<file path="src/rtl/core/yce_pkg.sv">
// Shared types, constants and helpers for the YUV to RGB565 color effects unit.
// No dependencies; every other file of the unit uses this package.
`timescale 1ns / 1ps
`default_nettype none

package yce_pkg;

   // Channel accumulator: signed Q13.16 fixed point (30 bits) with headroom for the daltonize sums
   localparam int CW = 30;
   typedef logic signed [CW-1:0] chan_type;

   localparam int CH_BITS    = 24;          // clamp range 0 .. 2^24-1
   localparam int PIXEL_W    = 16;
   localparam int SAMPLE_W   = 8;
   localparam int MODE_W     = 3;
   localparam int THR_W      = 18;
   localparam int CSR_IDX_W  = 2;
   localparam int CSR_DATA_W = 18;

   // Register indexes
   localparam logic [CSR_IDX_W-1:0] CSR_EFFECT_MODE    = 2'd0;
   localparam logic [CSR_IDX_W-1:0] CSR_PARTIAL_ENABLE = 2'd1;
   localparam logic [CSR_IDX_W-1:0] CSR_DIFF_THRESHOLD = 2'd2;

   // Effect codes
   localparam logic [MODE_W-1:0] MODE_NONE      = 3'd0;
   localparam logic [MODE_W-1:0] MODE_SIMULATE  = 3'd1;
   localparam logic [MODE_W-1:0] MODE_INTENSIFY = 3'd2;
   localparam logic [MODE_W-1:0] MODE_FALSE     = 3'd3;
   localparam logic [MODE_W-1:0] MODE_DALTONIZE = 3'd4;

   localparam logic [THR_W-1:0] THR_RESET = 18'd2500;

   // Constant multiplier coefficients applied to centered U and V
   localparam int NCOEF = 10;
   typedef logic [19:0] coef_type;

   localparam int KU_92250  = 0;
   localparam int KU_22644  = 1;
   localparam int KU_46990  = 2;
   localparam int KU_116596 = 3;
   localparam int KU_20099  = 4;
   localparam int KU_116690 = 5;
   localparam int KU_140693 = 6;  // 7 * 20099, red difference times seven
   localparam int KU_2545   = 7;  // green difference
   localparam int KU_25189  = 8;  // 2*Ng - Sg
   localparam int KU_116502 = 9;  // 2*Nb - Sb

   localparam int KV_92250  = 0;
   localparam int KV_22644  = 1;
   localparam int KV_46990  = 2;
   localparam int KV_116596 = 3;
   localparam int KV_31341  = 4;
   localparam int KV_558    = 5;
   localparam int KV_123591 = 6;  // red difference
   localparam int KV_865137 = 7;  // 7 * 123591
   localparam int KV_15649  = 8;  // green difference
   localparam int KV_62639  = 9;  // 2*Ng - Sg

   localparam coef_type U_COEF [NCOEF] = '{
      20'd92250, 20'd22644, 20'd46990, 20'd116596, 20'd20099,
      20'd116690, 20'd140693, 20'd2545, 20'd25189, 20'd116502
   };
   localparam coef_type V_COEF [NCOEF] = '{
      20'd92250, 20'd22644, 20'd46990, 20'd116596, 20'd31341,
      20'd558, 20'd123591, 20'd865137, 20'd15649, 20'd62639
   };

   localparam coef_type Y60_COEF = 20'd60000;
   localparam coef_type Y70_COEF = 20'd70000;

   // Truncating divide by 10 of |7*dr| < 2^27: q = (m * ceil(2^31/10)) >> 31
   localparam int MAG_W       = 27;
   localparam int DIV10_SHIFT = 31;
   localparam int DIV10_M_W   = 28;
   localparam logic [DIV10_M_W-1:0] DIV10_M = 28'd214748365;
   localparam int PROD_W      = MAG_W + DIV10_M_W;

   // Partial-mode deltaE
   localparam int RD_W  = 10;
   localparam int GD_W  = 7;
   localparam int SQR_W = 17;
   localparam int SQG_W = 11;
   localparam int DE_W  = 19;

   localparam int PIPE_STAGES = 6;
   localparam int CNT_W       = 3;

   typedef struct packed {
      logic [MODE_W-1:0] mode;
      logic              partial_en;
      logic [THR_W-1:0]  threshold;
   } cfg_type;

   typedef struct packed {
      logic [SAMPLE_W-1:0]  y;
      chan_type             y60;
      chan_type             y70;
      chan_type [NCOEF-1:0] pu;
      chan_type [NCOEF-1:0] pv;
   } prod_type;

   typedef struct packed {
      chan_type nr, ng, nb;
      chan_type sr, sb;
      chan_type ir, ig;
      chan_type fr, fg, fb;
      chan_type gdal, bdal;
   } chans_type;

   typedef struct packed {
      chans_type ch;
      chan_type  dr;
      chan_type  dr7;
      chan_type  dg;
   } mix_type;

   typedef struct packed {
      chans_type          ch;
      logic [MAG_W-1:0]   mag7;
      logic               neg7;
      logic [SQR_W-1:0]   sq_r;
      logic [SQG_W-1:0]   sq_g;
   } sq_type;

   function automatic logic [CH_BITS-1:0] clamp_ch(input chan_type x);
      logic [CH_BITS-1:0] res;
      if (x[CW-1]) begin
         res = '0;
      end else if (|x[CW-2:CH_BITS]) begin
         res = '1;
      end else begin
         res = x[CH_BITS-1:0];
      end
      return res;
   endfunction

endpackage

`default_nettype wire

</file>
<file path="src/rtl/core/yce_prod.sv">
// Stage 1: centers U/V and forms every constant product of the color matrices.
// Depends on yce_pkg.
`timescale 1ns / 1ps
`default_nettype none

module yce_prod (
   input  logic                         clock,
   input  logic                         reset,
   input  logic                         in_valid,
   output logic                         in_ready,
   input  logic [yce_pkg::SAMPLE_W-1:0] y_sample,
   input  logic [yce_pkg::SAMPLE_W-1:0] u_sample,
   input  logic [yce_pkg::SAMPLE_W-1:0] v_sample,
   output logic                         out_valid,
   input  logic                         out_ready,
   output yce_pkg::prod_type            out_data
);
   import yce_pkg::*;

   logic                       valid_ff;
   prod_type                   data_ff;
   prod_type                   data_in;
   logic signed [SAMPLE_W-1:0] u_c;
   logic signed [SAMPLE_W-1:0] v_c;

   // x - 128 of a byte is the byte with its top bit flipped
   assign u_c = {~u_sample[SAMPLE_W-1], u_sample[SAMPLE_W-2:0]};
   assign v_c = {~v_sample[SAMPLE_W-1], v_sample[SAMPLE_W-2:0]};

   always_comb begin
      data_in.y   = y_sample;
      data_in.y60 = chan_type'(Y60_COEF) * chan_type'(y_sample);
      data_in.y70 = chan_type'(Y70_COEF) * chan_type'(y_sample);
      for (int i = 0; i < NCOEF; i++) begin
         data_in.pu[i] = chan_type'(U_COEF[i]) * chan_type'(u_c);
         data_in.pv[i] = chan_type'(V_COEF[i]) * chan_type'(v_c);
      end
   end

   assign in_ready = ~valid_ff | out_ready;

   always_ff @(posedge clock) begin
      if (reset) begin
         valid_ff <= 1'b0;
      end else if (in_ready) begin
         valid_ff <= in_valid;
      end
   end

   always_ff @(posedge clock) begin
      if (in_valid && in_ready) begin
         data_ff <= data_in;
      end
   end

   assign out_valid = valid_ff;
   assign out_data  = data_ff;

endmodule

`default_nettype wire

</file>
<file path="config.mk">
export PLATFORM = sky130hd
export DESIGN_NAME = yce_prod
export DESIGN_NICKNAME = d
export VERILOG_FILES = /design/src/rtl/core/yce_pkg.sv /design/src/rtl/core/yce_prod.sv
export SDC_FILE = /design/constraint.sdc
export NUM_CORES = 2
export LEC_CHECK = 0
export BUFFER_PORTS_ARGS = -buffer_cell sky130_fd_sc_hd__clkbuf_2
export CAP_MARGIN = 15
export CORE_ASPECT_RATIO = 0.5
export CORE_UTILIZATION = 45
export DETAILED_ROUTE_END_ITERATION = 6
export GPL_TIMING_DRIVEN = 0
export PLACE_DENSITY = 0.65
export SLEW_MARGIN = 0
export SYNTH_ARGS = -nofsm -noshare
export SYNTH_HDL_FRONTEND = slang
export SYNTH_SLANG_ARGS = --single-unit
</file>
<file path="constraint.sdc">
create_clock -name clock -period 18.1 [get_ports clock]
set_clock_uncertainty 0.2 [all_clocks]
set_input_delay 0.905 -clock clock [delete_from_list [all_inputs] [get_ports clock]]
set_output_delay 0.905 -clock clock [all_outputs]
set_load 0.1 [all_outputs]
</file>
==> flow_metrics.py <==
metrics = {
    "route": {
        "via_per_inst": 5.18,
        "num_vias": 34800,
        "drt-initial-drc-count": 1783,
        "ant_nets": 0,
        "wl_per_cell_um": 20.7,
        "drt_first_pass_iters": 5,
        "wirelength_um": 139000,
        "drc": 0,
    },
    "sta": {
        "slew_viol_final": 0,
        "fin_crit_ps": 8470,
        "finalHoldViolCount": 0,
        "finalSetupViolations": 0,
        "setup_tns_ps": 0,
        "tightest_slew_ps": 1210,
        "slew-limit-headroom": 0.196,
        "rsz0062_at_grt": "false",
        "fmax_mhz": 118,
        "fin_hold_ws_ps": 233,
        "post-route-period-util": 0.468,
    },
    "synth": {
        "synthCells": 4523,
        "async_flop_share": 0,
        "ys.flop_type": "edfxtp_1",
        "syn_area_sq_um": 48700,
        "seq_area_frac_synth": 0.284,
        "synth_cell_types": 75,
        "avgSynthCellArea_sq_um": 10.8,
        "synth_seq_cells": 461,
        "synth_area_leaders": "edfxtp_1 28%, ha_1 22%, fa_1 18%, inv_1 6.8%, xnor2_1 4.3%",
        "yosys_warnings": 0,
        "synth_area_leader_cell": "edfxtp_1",
        "yosysTopAreaCellShare": 0.283,
        "synth_edf_count": 460,
    },
    "worst_setup_path": {
        "cp_max_fo": 19,
        "path_cells": "clkbuf_2 > inv_1 > ha_1 > nand2_1 > inv_1 > fa_1 > ha_1 > inv_1 > fa_1 > nor2b_1 > o21ai_1 > a21bo_2 > a21oi_1 > a211oi_1 > o21ai_0 > a31oi_1 > a31oi_1 > xor2_1",
        "critPathMostFrequentCell": "inv_1",
        "max_stage_delay_ps": 1280,
        "worstSetupPathType": "input pin to register",
        "cp_slowest_cell": "ha_1",
        "cp-startpoint": "v_sample[0]",
        "start_kind": "input pin",
        "reg2reg_from": "out_valid$_SDFFE_PP0N_",
        "crit_required_ps": 18330,
        "cp.arrival_ps": 8700,
        "path_buf_inv": 4,
        "cp-end-kind": "register",
        "crit_family": "adder cells",
    },
    "grt": {
        "antenna_found_initial": 2,
        "grt_max_degree": 78,
        "grt_first_pass_wirelength_um": 210000,
        "grtUsageTotal": 0.253,
        "grt-ovfl-total": 0,
        "grt_pass1_vias": 35800,
    },
    "clock_network": {
        "ctsResizeCount": 0,
        "clock-sinks": 461,
        "htree_levels": 2,
        "cts_max_path_buffers": 3,
        "post_cts_buffers": 0,
        "cts-hold-fix-buffers": 0,
        "clk_latency_ps": 610,
        "cts_buffers": 47,
        "clkTransAtPathRegs_ps": 60,
        "root_buffer": "clkbuf_16",
        "cts_tree": "done",
    },
    "die": {
        "io-pin-count": 698,
        "die_w_um": 467,
        "die_area_sq_um": 110000,
        "coreArea_sq_um": 106000,
        "fp.dieH_um": 235,
        "rows": 84,
        "initial_core_util": 0.459,
    },
    "placed_design": {
        "port_buffers": 662,
        "dpl.hpwl_um": 114000,
        "place_congestion": 0.923,
    },
    "final_layout": {
        "final_cell_mix": "877 x inv_1, 839 x ha_1, 663 x clkbuf_2",
        "multi_input_area_sq_um": 30100,
        "fillers": 9543,
        "syn_to_final_growth_pct": 14.5,
        "layout_commonest_cell": "inv_1",
        "drive_gt1_frac": 0.190,
        "seqCellArea_sq_um": 13800,
        "final_nets": 6578,
    },
    "hold_path": {
        "hp-start": "reset",
        "hold_path_class": "input pin to register",
    },
    "outcome": {
        "status": "finished, final reports clean",
    },
    "flow_run": {
        "drv_cap": 0,
    },
}
cell families (layout without fill, tap and decap cells):
family / count (synthesis) / after routing / synth area share
compound gates: 721 / 721 / 0.0983
other cells: 1 / 36 / 0.0000769
xor+xnor: 331 / 331 / 0.0595
flops: 461 / 461 / 0.284
fa+ha+maj: 1273 / 1273 / 0.394
buf+inv: 1114 / 1869 / 0.102
simple gates: 617 / 617 / 0.0619
mux: 5 / 5 / 0.00103
routing by layer:
metal  vias up  track usage  share of wire
li1      16600            -              -
met3       206       0.0328          0.043
met2       795        0.464           0.52
met5         -            0        0.00018
met4         4       0.0736          0.031
met1     17300        0.308           0.41
final cells by class:
class                      count  share of cell area
multi-input combinational   2982               0.539
sequential                   461               0.248
timing repair buffer         671              0.0633
inverter                     878              0.0591
tap                         1419              0.0318
buffer                       236              0.0299
clock buffer                  53              0.0222
clock inverter                31             0.00650
antenna                        1           0.0000449
state kept, by name (all words and copies together) (netlist names):
register   cells
out_data     460
out_valid      1
worst paths after layout:
path | cells after the start | to | slack [ps]
min reg2reg | 2 | out_valid$_SDFFE_PP0N_ | 350
max reg2reg | 5 | out_data[220]$_DFFE_PP_ | 15510
max | 18 | out_data[204]$_DFFE_PP_ | 9630
min | 2 | out_valid$_SDFFE_PP0N_ | 230
synth_stat cells (5+ instances only):
cell	n
inv_1	877
ha_1	839
edfxtp_1	460
fa_1	434
xnor2_1	242
a21oi_1	226
buf_4	208
nor2_1	180
nand2_1	116
a21o_1	112
o21ai_0	101
xor2_1	89
nor3_1	67
o21bai_1	55
nand3_1	45
and3_1	42
nand2b_1	39
o21a_1	37
a211oi_1	28
a31oi_1	28
or3_1	28
clkbuf_1	27
nor2b_1	25
or2_2	22
o31ai_1	20
and2_1	16
nand4_1	13
a211o_1	10
o21ai_1	8
o211ai_1	7
o311a_1	7
o41ai_2	7
a21boi_0	6
a22oi_1	5
mux2i_1	5
nor4_1	5
stage by stage:
step | util | instances | setup WS, ps | cell area [sq um]
floorplan | - | 4557 | 4860 | 48900
global placement | 0.508 | 6638 | 1370 | 54000
detailed placement | 0.510 | 6647 | 9040 | 54200
CTS | 0.525 | 6731 | 9700 | 55800
global route | 0.525 | 6731 | 9350 | 55800
finish | 0.525 | 6732 | 9630 | 55800
Power is left out: the tool's default activity adds up to more than one toggle a clock period on the data nets, which glitch-free logic cannot reach.
