**config.mk**
```make
export PLATFORM = sky130hd
export DESIGN_NAME = yce_sum
export DESIGN_NICKNAME = d
export VERILOG_FILES = /design/src/rtl/core/yce_pkg.sv /design/src/rtl/core/yce_sum.sv
export SDC_FILE = /design/constraint.sdc
export NUM_CORES = 2
export LEC_CHECK = 0
export BUFFER_PORTS_ARGS = -buffer_cell sky130_fd_sc_hd__buf_2
export CAP_MARGIN = 15
export CORE_AREA = 2 2 425 427
export DETAILED_ROUTE_END_ITERATION = 12
export DIE_AREA = 0 0 427 429
export GPL_TIMING_DRIVEN = 0
export PLACE_DENSITY = 0.5
export SETUP_SLACK_MARGIN = 0.05
export SYNTH_ARGS = -nofsm -noshare
export SYNTH_HDL_FRONTEND = slang
export SYNTH_SLANG_ARGS = --single-unit
export TNS_END_PERCENT = 100
```
**constraint.sdc**
```tcl
create_clock -name clock -period 19.9 [get_ports clock]
set_input_delay 1.99 -clock clock [delete_from_list [all_inputs] [get_ports clock]]
set_output_delay 1.99 -clock clock [all_outputs]
set_load 0.01 [all_outputs]
```
**src/rtl/core/yce_pkg.sv**
```systemverilog
// Shared types, constants and helpers for the YUV to RGB565 color effects unit.
// No dependencies; every other file of the unit uses this package.
`timescale 1ns / 1ps
`default_nettype none

package yce_pkg;

   // Channel accumulator: signed Q13.16 fixed point (30 bits) with headroom for the daltonize sums
   localparam int CW = 30;
   typedef logic signed [CW-1:0] chan_type;

   localparam int CH_BITS    = 24;          // clamp range 0 .. 2^24-1
   localparam int PIXEL_W    = 16;
   localparam int SAMPLE_W   = 8;
   localparam int MODE_W     = 3;
   localparam int THR_W      = 18;
   localparam int CSR_IDX_W  = 2;
   localparam int CSR_DATA_W = 18;

   // Register indexes
   localparam logic [CSR_IDX_W-1:0] CSR_EFFECT_MODE    = 2'd0;
   localparam logic [CSR_IDX_W-1:0] CSR_PARTIAL_ENABLE = 2'd1;
   localparam logic [CSR_IDX_W-1:0] CSR_DIFF_THRESHOLD = 2'd2;

   // Effect codes
   localparam logic [MODE_W-1:0] MODE_NONE      = 3'd0;
   localparam logic [MODE_W-1:0] MODE_SIMULATE  = 3'd1;
   localparam logic [MODE_W-1:0] MODE_INTENSIFY = 3'd2;
   localparam logic [MODE_W-1:0] MODE_FALSE     = 3'd3;
   localparam logic [MODE_W-1:0] MODE_DALTONIZE = 3'd4;

   localparam logic [THR_W-1:0] THR_RESET = 18'd2500;

   // Constant multiplier coefficients applied to centered U and V
   localparam int NCOEF = 10;
   typedef logic [19:0] coef_type;

   localparam int KU_92250  = 0;
   localparam int KU_22644  = 1;
   localparam int KU_46990  = 2;
   localparam int KU_116596 = 3;
   localparam int KU_20099  = 4;
   localparam int KU_116690 = 5;
   localparam int KU_140693 = 6;  // 7 * 20099, red difference times seven
   localparam int KU_2545   = 7;  // green difference
   localparam int KU_25189  = 8;  // 2*Ng - Sg
   localparam int KU_116502 = 9;  // 2*Nb - Sb

   localparam int KV_92250  = 0;
   localparam int KV_22644  = 1;
   localparam int KV_46990  = 2;
   localparam int KV_116596 = 3;
   localparam int KV_31341  = 4;
   localparam int KV_558    = 5;
   localparam int KV_123591 = 6;  // red difference
   localparam int KV_865137 = 7;  // 7 * 123591
   localparam int KV_15649  = 8;  // green difference
   localparam int KV_62639  = 9;  // 2*Ng - Sg

   localparam coef_type U_COEF [NCOEF] = '{
      20'd92250, 20'd22644, 20'd46990, 20'd116596, 20'd20099,
      20'd116690, 20'd140693, 20'd2545, 20'd25189, 20'd116502
   };
   localparam coef_type V_COEF [NCOEF] = '{
      20'd92250, 20'd22644, 20'd46990, 20'd116596, 20'd31341,
      20'd558, 20'd123591, 20'd865137, 20'd15649, 20'd62639
   };

   localparam coef_type Y60_COEF = 20'd60000;
   localparam coef_type Y70_COEF = 20'd70000;

   // Truncating divide by 10 of |7*dr| < 2^27: q = (m * ceil(2^31/10)) >> 31
   localparam int MAG_W       = 27;
   localparam int DIV10_SHIFT = 31;
   localparam int DIV10_M_W   = 28;
   localparam logic [DIV10_M_W-1:0] DIV10_M = 28'd214748365;
   localparam int PROD_W      = MAG_W + DIV10_M_W;

   // Partial-mode deltaE
   localparam int RD_W  = 10;
   localparam int GD_W  = 7;
   localparam int SQR_W = 17;
   localparam int SQG_W = 11;
   localparam int DE_W  = 19;

   localparam int PIPE_STAGES = 6;
   localparam int CNT_W       = 3;

   typedef struct packed {
      logic [MODE_W-1:0] mode;
      logic              partial_en;
      logic [THR_W-1:0]  threshold;
   } cfg_type;

   typedef struct packed {
      logic [SAMPLE_W-1:0]  y;
      chan_type             y60;
      chan_type             y70;
      chan_type [NCOEF-1:0] pu;
      chan_type [NCOEF-1:0] pv;
   } prod_type;

   typedef struct packed {
      chan_type nr, ng, nb;
      chan_type sr, sb;
      chan_type ir, ig;
      chan_type fr, fg, fb;
      chan_type gdal, bdal;
   } chans_type;

   typedef struct packed {
      chans_type ch;
      chan_type  dr;
      chan_type  dr7;
      chan_type  dg;
   } mix_type;

   typedef struct packed {
      chans_type          ch;
      logic [MAG_W-1:0]   mag7;
      logic               neg7;
      logic [SQR_W-1:0]   sq_r;
      logic [SQG_W-1:0]   sq_g;
   } sq_type;

   function automatic logic [CH_BITS-1:0] clamp_ch(input chan_type x);
      logic [CH_BITS-1:0] res;
      if (x[CW-1]) begin
         res = '0;
      end else if (|x[CW-2:CH_BITS]) begin
         res = '1;
      end else begin
         res = x[CH_BITS-1:0];
      end
      return res;
   endfunction

endpackage

`default_nettype wire

```
**src/rtl/core/yce_sum.sv**
```systemverilog
// Stages 2 and 3: matrix sums for every effect, then the daltonize magnitude
// and the squared red/green differences for partial mode. Depends on yce_pkg.
`timescale 1ns / 1ps
`default_nettype none

module yce_sum (
   input  logic              clock,
   input  logic              reset,
   input  logic              in_valid,
   output logic              in_ready,
   input  yce_pkg::prod_type in_data,
   output logic              out_valid,
   input  logic              out_ready,
   output yce_pkg::sq_type   out_data
);
   import yce_pkg::*;

   logic                     mix_valid_ff;
   logic                     mix_ready;
   mix_type                  mix_ff;
   mix_type                  mix_in;
   logic                     sq_valid_ff;
   logic                     sq_ready;
   sq_type                   sq_ff;
   sq_type                   sq_in;
   chan_type                 y16;
   chan_type                 neg_dr7;
   logic signed [RD_W-1:0]   rd;
   logic signed [GD_W-1:0]   gd;
   logic signed [2*RD_W-1:0] rsq;
   logic signed [2*GD_W-1:0] gsq;

   // ---- stage 2: matrix sums ----
   assign y16 = chan_type'({in_data.y, 16'b0});

   always_comb begin
      mix_in.ch.nr   = y16 + in_data.pv[KV_92250];
      mix_in.ch.ng   = y16 - in_data.pu[KU_22644] - in_data.pv[KV_46990];
      mix_in.ch.nb   = y16 + in_data.pu[KU_116596];
      mix_in.ch.sr   = y16 - in_data.pu[KU_20099] - in_data.pv[KV_31341];
      mix_in.ch.sb   = y16 + in_data.pu[KU_116690] + in_data.pv[KV_558];
      mix_in.ch.ir   = in_data.y60 + in_data.pv[KV_92250];
      mix_in.ch.ig   = in_data.y70 - in_data.pu[KU_22644] - in_data.pv[KV_46990];
      mix_in.ch.fr   = y16 + in_data.pu[KU_92250];
      mix_in.ch.fg   = y16 - in_data.pv[KV_22644] - in_data.pu[KU_46990];
      mix_in.ch.fb   = y16 + in_data.pv[KV_116596];
      mix_in.ch.gdal = y16 - in_data.pu[KU_25189] - in_data.pv[KV_62639];
      mix_in.ch.bdal = y16 + in_data.pu[KU_116502] - in_data.pv[KV_558];
      mix_in.dr      = in_data.pv[KV_123591] + in_data.pu[KU_20099];
      mix_in.dr7     = in_data.pv[KV_865137] + in_data.pu[KU_140693];
      mix_in.dg      = chan_type'(0) - in_data.pu[KU_2545] - in_data.pv[KV_15649];
   end

   assign mix_ready = ~mix_valid_ff | sq_ready;
   assign in_ready  = mix_ready;

   always_ff @(posedge clock) begin
      if (reset) begin
         mix_valid_ff <= 1'b0;
      end else if (mix_ready) begin
         mix_valid_ff <= in_valid;
      end
   end

   always_ff @(posedge clock) begin
      if (in_valid && mix_ready) begin
         mix_ff <= mix_in;
      end
   end

   // ---- stage 3: magnitude of 7*dr and squared floor(diff / 2^16) ----
   assign neg_dr7 = chan_type'(0) - mix_ff.dr7;
   assign rd      = mix_ff.dr[16+RD_W-1:16];
   assign gd      = mix_ff.dg[16+GD_W-1:16];
   assign rsq     = (2*RD_W)'(rd) * (2*RD_W)'(rd);
   assign gsq     = (2*GD_W)'(gd) * (2*GD_W)'(gd);

   always_comb begin
      sq_in.ch   = mix_ff.ch;
      sq_in.neg7 = mix_ff.dr7[CW-1];
      sq_in.mag7 = mix_ff.dr7[CW-1] ? neg_dr7[MAG_W-1:0] : mix_ff.dr7[MAG_W-1:0];
      sq_in.sq_r = rsq[SQR_W-1:0];
      sq_in.sq_g = gsq[SQG_W-1:0];
   end

   assign sq_ready = ~sq_valid_ff | out_ready;

   always_ff @(posedge clock) begin
      if (reset) begin
         sq_valid_ff <= 1'b0;
      end else if (sq_ready) begin
         sq_valid_ff <= mix_valid_ff;
      end
   end

   always_ff @(posedge clock) begin
      if (mix_valid_ff && sq_ready) begin
         sq_ff <= sq_in;
      end
   end

   assign out_valid = sq_valid_ff;
   assign out_data  = sq_ff;

endmodule

`default_nettype wire

```
==> reports/metrics.yaml <==
job:
  maxCapViolCount: 0
clock_tree:
  clock-sinks: 821
  htreeDepth: 3
  cts_setup_buffers: 0
  cts_made_buffers: 100
  cts_resized: 0
  cts.clk_slew.worst_paths_ps: 60
  ctsHoldBuffers: 0
  cts_max_path_buffers: 3
  clock_tree.root_cell: "clkbuf_16"
  tritoncts: "yes"
  worstSkewPairLatency_ps: 740
yosys:
  synth_area_mm2: 0.0491
  synth_area_leaders: "edfxtp_1, ha_1, fa_1"
  ys_warn_count: 0
  synth_top_area_frac: 0.501
  synth_edf_count: 819
  synthArstFlopShare: 0
  synth_cell_type_count: 70
  syn_inst: 4050
  synth-xor-area-share: 0.0617
  synth_compound_area_frac: 0.107
  postSynthAreaPerCell_um2: 12.1
  yosys.area_share.simple: 0.0706
  ys_seq_area_frac: 0.501
  yosys.area.top_type: "edfxtp_1"
  synthMuxAreaShare: 0.000408
  ys.flop_type: "edfxtp_1"
  synth_seq_cells: 821
  synth_top_family_by_area: "adder cells"
  synthAdderAreaFrac: 0.211
final_layout:
  syn2layout_area_growth_pct: 25.1
  drive_above_1_share: 0.241
  nets: 6638
  final_common_cell: "buf_2"
  final_util: 0.345
  instances_no_fill: 7722
  layout_common_cells: "buf_2, edfxtp_1, inv_1, ha_1, xnor2_1"
worst_hold_path:
  min_path_type: "reg2reg"
drt:
  wl_met1_um: 71300
  first_pass_iters: 5
  route.met2.wl_um: 87100
  top_layer_used: "met5"
  ant_nets: 0
  drt_wl_total_um: 178000
  vias: 35481
  met3_length_um: 11200
  wire_per_inst_um: 23.1
  drt-initial-drc-count: 2210
  vias_per_cell: 4.59
  drc: 0
pwr:
  ir_drop_uv: 205
  p_per_area_mw_per_mm2: 111
  total_leakage_power_nw: 27.6
timing:
  finalHoldViolCount: 0
  min_period_ps: 5860
  clock_skew_ps: 24.7
  grt_setup_unrepaired: "false"
  setup_viol: 0
  fin_setup_tns_ps: 0
  setup_ws_ps: 14040
  worst_slew_pin_slew_ps: 1130
  finalCritPeriodShare: 0.294
  whs_ps: 410
  max_slew_margin: 0.242
  slew_viol_final: 0
  max_freq_ghz: 0.171
global_routing:
  antenna_found_initial: 90
  grt_pass1_wl_um: 249000
  grt_max_degree: 59
  grtUsageTotal: 0.190
  grt_pass1_vias: 35215
  grt-ovfl-total: 0
floorplan:
  die_y_um: 429
  fp.dieW_um: 427
  num_rows: 155
  start_util: 0.276
  die_area_mm2: 0.183
  coreArea_mm2: 0.178
  io_pins: 1090
critical_path:
  required_ps: 20390
  critPathArrivalTime_ps: 6350
  worstSetupPathType: "in2reg"
  start_kind: "input pin"
  crit_path_end_kind: "flop"
  worstPathMaxFanout: 10
placed_design:
  dp_hpwl_um: 149000
  gp_congestion: 0.944
  dp_slack_ps: 13250
  port_buffers: 1069
  dp_cells: 7500
outcome:
  status: "finished clean"
[cells in the mapped netlist, types with 17 or more instances]
cell,count
nand2_1,185
o21bai_1,38
fa_1,180
nand3_1,70
clkbuf_1,22
inv_1,603
xnor2_1,261
a31oi_1,17
o21a_1,45
a21o_1,133
nor2b_1,35
edfxtp_1,819
xor2_1,85
a21boi_0,25
nand4_1,18
and3_1,35
o21ai_0,161
and2_1,31
nand2b_1,38
ha_1,539
nor3_1,51
a21oi_1,238
nor2_1,195
a211oi_1,34
[worst paths after layout]
path,start,to,slack (ps),cells after the start
hold reg to reg,mix_ff[254],out_data[220],410,0
setup / recovery,in_data[660],mix_ff[356],14040,13
setup reg to reg,mix_ff[77],out_data[26],14230,21
hold / removal,mix_ff[254],out_data[220],410,0
[logic make-up after synthesis]
| logic type | Yosys count |
|---|---|
| flip-flops | 821 |
| AO/OA/AOI/OAI | 815 |
| AND/OR/NAND/NOR | 719 |
| other | 1 |
| multiplexers | 2 |
| adder cells (fa/ha/maj) | 719 |
| XOR/XNOR | 346 |
| buffers and inverters | 627 |
[worst max-delay path, stage by stage]
cell and delay, ps:
buf_2 550, fa_1 540, ha_1 280, clkbuf_1 350
nand4_1 150, nor2_1 410, nand3_1 210, a211oi_1 630
o31ai_1 310, a21oi_1 440, a41o_1 250, a21oi_1 80
xnor2_1 130
[per-layer routing]
metal	up-vias	track usage
met5	-	0
met4	8	0.0924
met3	324	0.0428
met2	1086	0.325
met1	17205	0.224
li1	16858	-
[stage by stage]
| step | total power [mW] | cell area, um2 |
|---|---|---|
| 4_1_cts | 6.95 | 61300 |
| 6_report | 6.83 | 61500 |
| 5_1_grt | 7.36 | 61400 |
| 2_1_floorplan | 4.23 | 49100 |
| 3_5_place_dp | 4.99 | 58000 |
| 3_3_place_gp | 5.02 | 57400 |
[report_power, final]
group / switching, mW / total [mW] / leakage [nW] / internal [mW]
combinational: 1.46 / 2.56 / 18.1 / 1.10
clock: 0.785 / 1.91 / 1.65 / 1.12
sequential: 0.0701 / 2.37 / 7.84 / 2.30
total: 2.32 / 6.83 / 27.6 / 4.52
[registers in the layout, indices dropped and copies added, names as in the netlist]
name	cells
gd	7
mix_ff	398
mix_valid_ff	1
out_data	414
out_valid	1
[layout make-up]
cell class	instances	area, um2
Sequential cell	821	24600
Inverter	603	2260
Timing Repair Buffer	1094	5900
Multi-Input combinational cell	2603	22100
Antenna cell	42	105
Tap cell	2355	2950
Clock inverter	62	707
Buffer	24	97.6
Fill cell	17932	117000
Clock buffer	118	2660
No activity file was read; power rests on OpenSTA's default activity.
